## config.mk

```make
export PLATFORM = sky130hd
export DESIGN_NAME = psur_div
export DESIGN_NICKNAME = d
export VERILOG_FILES = /design/src/rtl/core/polygon_scanline_uv_raster_assert.svh /design/src/rtl/core/psur_pkg.sv /design/src/rtl/core/psur_div.sv
export SDC_FILE = /design/constraint.sdc
export NUM_CORES = 1
export LEC_CHECK = 0
export ABC_CLOCK_PERIOD_IN_PS = 3900
export BUFFER_PORTS_ARGS = -buffer_cell sky130_fd_sc_hd__buf_2
export CORE_AREA = 3 3 139 141
export DETAILED_ROUTE_END_ITERATION = 10
export DIE_AREA = 0 0 142 144
export GPL_ROUTABILITY_DRIVEN = 0
export HOLD_SLACK_MARGIN = 0.02
export PLACE_DENSITY = 0.83
export SLEW_MARGIN = 20
export SYNTH_ARGS = -nofsm -noshare
export SYNTH_HDL_FRONTEND = slang
export SYNTH_SLANG_ARGS = --single-unit
export TNS_END_PERCENT = 100
```

## constraint.sdc

```tcl
create_clock -name aclk -period 3.9 [get_ports aclk]
set_input_delay 0.78 -clock aclk [delete_from_list [all_inputs] [get_ports aclk]]
set_output_delay 0.78 -clock aclk [all_outputs]
set_load 0.02 [all_outputs]
```

## src/rtl/core/polygon_scanline_uv_raster_assert.svh

```systemverilog
// ----------------------------------------------------------------------------
// polygon_scanline_uv_raster assertion macros
// Shared concurrent assertion forms for the raster core.
// ----------------------------------------------------------------------------
`ifndef POLYGON_SCANLINE_UV_RASTER_ASSERT_SVH
`define POLYGON_SCANLINE_UV_RASTER_ASSERT_SVH

// same-cycle implication, disabled during reset
`define PSUR_ASSERT_IMP(name, clk, rstn, ante, cons) \
    name: assert property (@(posedge clk) disable iff (!rstn) (ante) |-> (cons)) \
        else $error("psur assertion failed");

// next-cycle implication, disabled during reset
`define PSUR_ASSERT_NXT(name, clk, rstn, ante, cons) \
    name: assert property (@(posedge clk) disable iff (!rstn) (ante) |=> (cons)) \
        else $error("psur assertion failed");

`endif

```

## src/rtl/core/psur_pkg.sv

```systemverilog
// ----------------------------------------------------------------------------
// psur_pkg
// Types, constants and helpers of the polygon scanline raster core.
// ----------------------------------------------------------------------------
`default_nettype none

package psur_pkg;

    localparam int CANVAS_WIDTH  = 256;
    localparam int CANVAS_HEIGHT = 128;
    localparam int MAX_VERTICES  = 8;

    localparam int X_W  = $clog2(CANVAS_WIDTH);
    localparam int Y_W  = $clog2(CANVAS_HEIGHT);
    localparam int VI_W = $clog2(MAX_VERTICES);
    localparam int VC_W = $clog2(MAX_VERTICES + 1);

    // divider operand widths
    localparam int DVD_W = 49;
    localparam int DVS_W = 34;

    localparam logic KIND_LOAD = 1'b0;
    localparam logic KIND_STEP = 1'b1;

    typedef struct packed {
        logic               kind;
        logic signed [15:0] vertex_x;
        logic signed [15:0] vertex_y;
        logic signed [15:0] vertex_u;
        logic signed [15:0] vertex_v;
    } req_t;

    typedef struct packed {
        logic [X_W-1:0] pixel_x;
        logic [Y_W-1:0] pixel_y;
        logic [7:0]     green;
        logic [7:0]     red;
        logic           last;
        logic           empty_res;
    } res_t;

    typedef struct packed {
        logic signed [15:0] vertex_x;
        logic signed [15:0] vertex_y;
        logic signed [15:0] vertex_u;
        logic signed [15:0] vertex_v;
    } vtx_t;

    typedef struct packed {
        logic signed [31:0] x;
        logic signed [31:0] u;
        logic signed [31:0] v;
    } pt_t;

    // clamp a wide signed value to the 32-bit signed range
    function automatic logic signed [31:0] sat32(input logic signed [50:0] val);
        logic hi_same;
        hi_same = (&val[50:31]) || !(|val[50:31]);
        if (hi_same) begin
            return val[31:0];
        end
        return val[50] ? 32'sh8000_0000 : 32'sh7FFF_FFFF;
    endfunction

    // two texture bits above the quarter step, placed in the top of a byte
    function automatic logic [7:0] colour(input logic signed [31:0] q20);
        return {q20[19:18], 6'b0};
    endfunction

endpackage

`default_nettype wire

```

## src/rtl/core/psur_div.sv

```systemverilog
// ----------------------------------------------------------------------------
// psur_div
// Bit-serial signed divider, truncating toward zero, result clamped to 32 bits.
// ----------------------------------------------------------------------------
`default_nettype none

module psur_div (
    input  wire logic                              aclk,
    input  wire logic                              aresetn,
    input  wire logic                              start,
    input  wire logic signed [psur_pkg::DVD_W-1:0] dividend,
    input  wire logic signed [psur_pkg::DVS_W-1:0] divisor,
    output logic                                   done,
    output logic signed [31:0]                     quot
);

    localparam int CNT_W = $clog2(psur_pkg::DVD_W + 1);

    logic                        busy_reg;
    logic                        done_reg;
    logic                        neg_reg;
    logic [CNT_W-1:0]            cnt_reg;
    logic [psur_pkg::DVD_W-1:0]  q_reg;
    logic [psur_pkg::DVS_W:0]    r_reg;
    logic [psur_pkg::DVS_W-1:0]  d_reg;

    logic [psur_pkg::DVD_W-1:0]  dvd_mag;
    logic [psur_pkg::DVS_W-1:0]  dvs_mag;
    logic [psur_pkg::DVS_W:0]    r_sh;
    logic                        fits;
    logic                        big_neg;

    // operand magnitudes
    assign dvd_mag = dividend[psur_pkg::DVD_W-1] ? (~dividend + 1'b1) : dividend;
    assign dvs_mag = divisor[psur_pkg::DVS_W-1] ? (~divisor + 1'b1) : divisor;

    // one restoring step
    assign r_sh = {r_reg[psur_pkg::DVS_W-1:0], q_reg[psur_pkg::DVD_W-1]};
    assign fits = (r_sh >= {1'b0, d_reg});

    always_ff @(posedge aclk) begin
        if (!aresetn) begin
            busy_reg <= 1'b0;
            done_reg <= 1'b0;
        end else begin
            done_reg <= 1'b0;
            if (start) begin
                busy_reg <= 1'b1;
                neg_reg  <= dividend[psur_pkg::DVD_W-1] ^ divisor[psur_pkg::DVS_W-1];
                q_reg    <= dvd_mag;
                d_reg    <= dvs_mag;
                r_reg    <= '0;
                cnt_reg  <= CNT_W'(psur_pkg::DVD_W);
            end else if (busy_reg) begin
                r_reg   <= fits ? (r_sh - {1'b0, d_reg}) : r_sh;
                q_reg   <= {q_reg[psur_pkg::DVD_W-2:0], fits};
                cnt_reg <= cnt_reg - 1'b1;
                if (cnt_reg == CNT_W'(1)) begin
                    busy_reg <= 1'b0;
                    done_reg <= 1'b1;
                end
            end
        end
    end

    // sign and clamp
    assign big_neg = (|q_reg[psur_pkg::DVD_W-1:32]) || (q_reg[31] && (|q_reg[30:0]));

    always_comb begin
        if (!neg_reg) begin
            quot = (|q_reg[psur_pkg::DVD_W-1:31]) ? 32'sh7FFF_FFFF : {1'b0, q_reg[30:0]};
        end else begin
            quot = big_neg ? 32'sh8000_0000 : (~q_reg[31:0] + 32'd1);
        end
    end

    assign done = done_reg;

endmodule

`default_nettype wire
```

==> results_dict.tcl <==
set metrics [dict create \
    status "finished, violations left" \
    violations "negative setup slack" \
    htreeDepth 4 \
    min_to "done" \
    synth_flop_cell "edfxtp_1" \
    grt_pass1_vias 8380 \
    wl_met3_um 1811 \
    multiInputGateArea_um2 5841 \
    hold_class "flip-flop to flip-flop" \
    route.vias.total 9144 \
    hp-start "busy_reg" \
    max_freq_mhz 241.8 \
    wl_per_cell_um 17.26 \
    syn_to_final_growth_pct 21.22 \
    drt_iter0_drc 703 \
    wirelength_um 25840 \
    cp-start-kind "flip-flop" \
    worstMarginPinSlew_ps 883.6 \
    rsz0062_at_grt "true" \
    worstPathMaxFanout 4 \
    ys_warn_count 0 \
    clk_pin_slew_ps 60 \
    syn_inst 1115 \
    setup_viol 22 \
    rr_startpoint "r_reg[17]" \
    finalSetupTns_ps -1992 \
    die-area_um2 20450 \
    slew-limit-headroom_pct 41.09 \
    p_leak_nw 4.640 \
    rr_endpoint "r_reg[32]" \
    rrSetupSlack_ps 370 \
    yosysSeqAreaShare_pct 38.61 \
    ys_seq_elements 126 \
    drcViolationCount 0 \
    min_period_ps 4136 \
    holdPathStages 2 \
    cts_tree "yes" \
    dp_hpwl_um 17950 \
    portBuffers 118 \
    ctsHoldBuffers 0 \
    nets 1380 \
    core_region_area_um2 18090 \
    postSynthNetCount 1241 \
    min_period_over_period_pct 106.1 \
    setup.worst_path.end_class "primary output" \
    synth.distinct_cells 73 \
    async_reset_ff_share_pct 0 \
    grt_overflow_total 0 \
    worst_ep_arrival_time_ps 3360 \
    powerDensity_nw_per_um2 388.6 \
    viasPerCell 6.108 \
    finClkSkew_ps 9.398 \
    synth-edff-count 124 \
    grt_util_all_layers_pct 23.87 \
    maxSlewViolCount 0 \
    fill_cells 1384 \
    dp_slack_ps 32.23 \
    cts.path.max_buffers 2 \
    reg2reg_depth 9 \
    start_util_pct 53.89 \
    worst_slack_ps -236.3 \
    drive_gt1_share_pct 20.84 \
    largest_reg_flops 49 \
    finalHoldViolations 0 \
    antenna_found_initial 2 \
    rows 49 \
    maxCapViolCount 0 \
    dr_wl_met2_um 12220 \
    syn_avg_cell_area_um2 8.742 \
    wl_met1_um 11000 \
    dr.pass1.iters 6 \
    grt_pass1_wl_um 40200 \
    seq_area_um2 3764 \
    die_y_um 144 \
    finish.utilization_pct 65.33 \
    ios 119 \
    clk_latency_ps 420 \
    ant_nets 0 \
    critPathKind "flip-flop to primary output" \
    root_buffer "clkbuf_16" \
    syn_area_um2 9747 \
    cts_buffers 17 \
    clkSinkCount 126 \
    hold_ws_ps 451.2 \
    dr.max_layer_used "met5" \
    fp.dieW_um 142 \
    required_ps 3120 \
    peakVddDrop_uv 330.7 \
    grt_max_degree 53 \
    finalPower_w 0.004591 \
]
-- cell usage in the layout (no fill, tap or decap), types with 17 or more instances in the layout --
master and instances:
nand2_1 130, edfxtp_1 124, a21oi_1 116, nor2_1 101
buf_2 96, inv_1 59, buf_4 59, o21ai_0 55
xor2_1 53, xnor2_1 53, ha_1 38, o31ai_1 25
nor3_1 21, nand3_1 19, a21o_1 18, clkbuf_16 18
and3_1 17, or3_1 17
-- cells in the mapped netlist, types with 10 or more instances --
cell type	number	area share (%)
edfxtp_1	124	38
clkbuf_1	41	1.6
nor2_1	101	3.9
ha_1	39	5.0
nand3_1	20	1.0
or4_1	16	1.2
xor2_1	53	4.8
or3_1	18	1.2
a211oi_1	10	0.77
a21o_1	18	1.4
o41ai_1	16	1.4
xnor2_1	53	4.8
and3_1	17	1.1
o31ai_1	25	1.9
nor4_1	14	0.90
nor3_1	23	1.2
o21ai_0	62	3.2
nand2_1	133	5.1
inv_1	60	2.3
a21oi_1	124	6.4
-- power by group --
group | internal, W | total [W] | switching [W]
registers | 0.00165 | 0.00173 | 0.0000846
clock network | 0.00108 | 0.00165 | 0.000569
logic | 0.000488 | 0.00121 | 0.000718
total | 0.00322 | 0.00459 | 0.00137
-- cell type report --
class | count | share of cell area [%]
multi-input cells | 881 | 49.43
flip-flops and latches | 126 | 31.85
repair buffers | 167 | 9.107
clock buffers | 21 | 3.812
well taps | 229 | 2.425
inverters | 61 | 1.938
clock inverters | 11 | 1.408
diodes | 1 | 0.02118
-- how the worst max path moves through the flow --
stage / startpoint / end / slack (ps) / cells past startpoint
floorplan: q_reg[1] / quot[27] / -10 / 10
global placement: dividend[7] / q_reg[47] / 100 / 9
detailed placement: dividend[7] / q_reg[42] / 30 / 9
CTS: q_reg[0] / quot[26] / -80 / 11
global route: q_reg[0] / quot[26] / -400 / 11
finish: q_reg[0] / quot[26] / -240 / 11
-- what timing repair did --
action	CTS	global route
gates cloned	0	2
endpoints found under the setup margin	30	29
buffers inserted	11	10
endpoints found under the hold margin	0	0
pin swaps	5	15
resized for setup	25	67
-- through the flow --
stage | cells | cell area [µm²]
CTS | 1484 | 11470
global route | 1496 | 11810
finish | 1497 | 11820
detailed placement | 1441 | 10650
global placement | 1441 | 10650
floorplan | 1115 | 9747
-- worst max-delay path: stages, from the launching register on --
cell and delay (ps):
edfxtp_1 440, inv_2 110, ha_4 130, or3b_4 420, nor4b_4 270, nand2_2 120, or4_4 480, nor3_4 200
nand4b_1 210, a41o_1 260, a21o_1 170, buf_6 130
-- metal layers --
layer  vias up  global-route usage (%)
li1       4403                       -
met3        80                   3.836
met4         2                   8.333
met1      4251                   31.86
met2       408                   39.68
met5         -                       0
-- kinds of logic (layout without fill, tap and decap cells) --
| logic type | count (synthesis) | count (layout) | synth area share, % |
|---|---|---|---|
| compound gates | 327 | 328 | 21.19 |
| xor+xnor | 106 | 106 | 9.525 |
| fa+ha+maj | 40 | 40 | 5.212 |
| buf+inv | 109 | 260 | 4.249 |
| flops | 126 | 126 | 38.61 |
| mux | 2 | 2 | 0.2182 |
| other cells | 0 | 1 | 0 |
| simple gates | 405 | 405 | 20.99 |
Note: power is estimated with default switching activity, not from simulation.
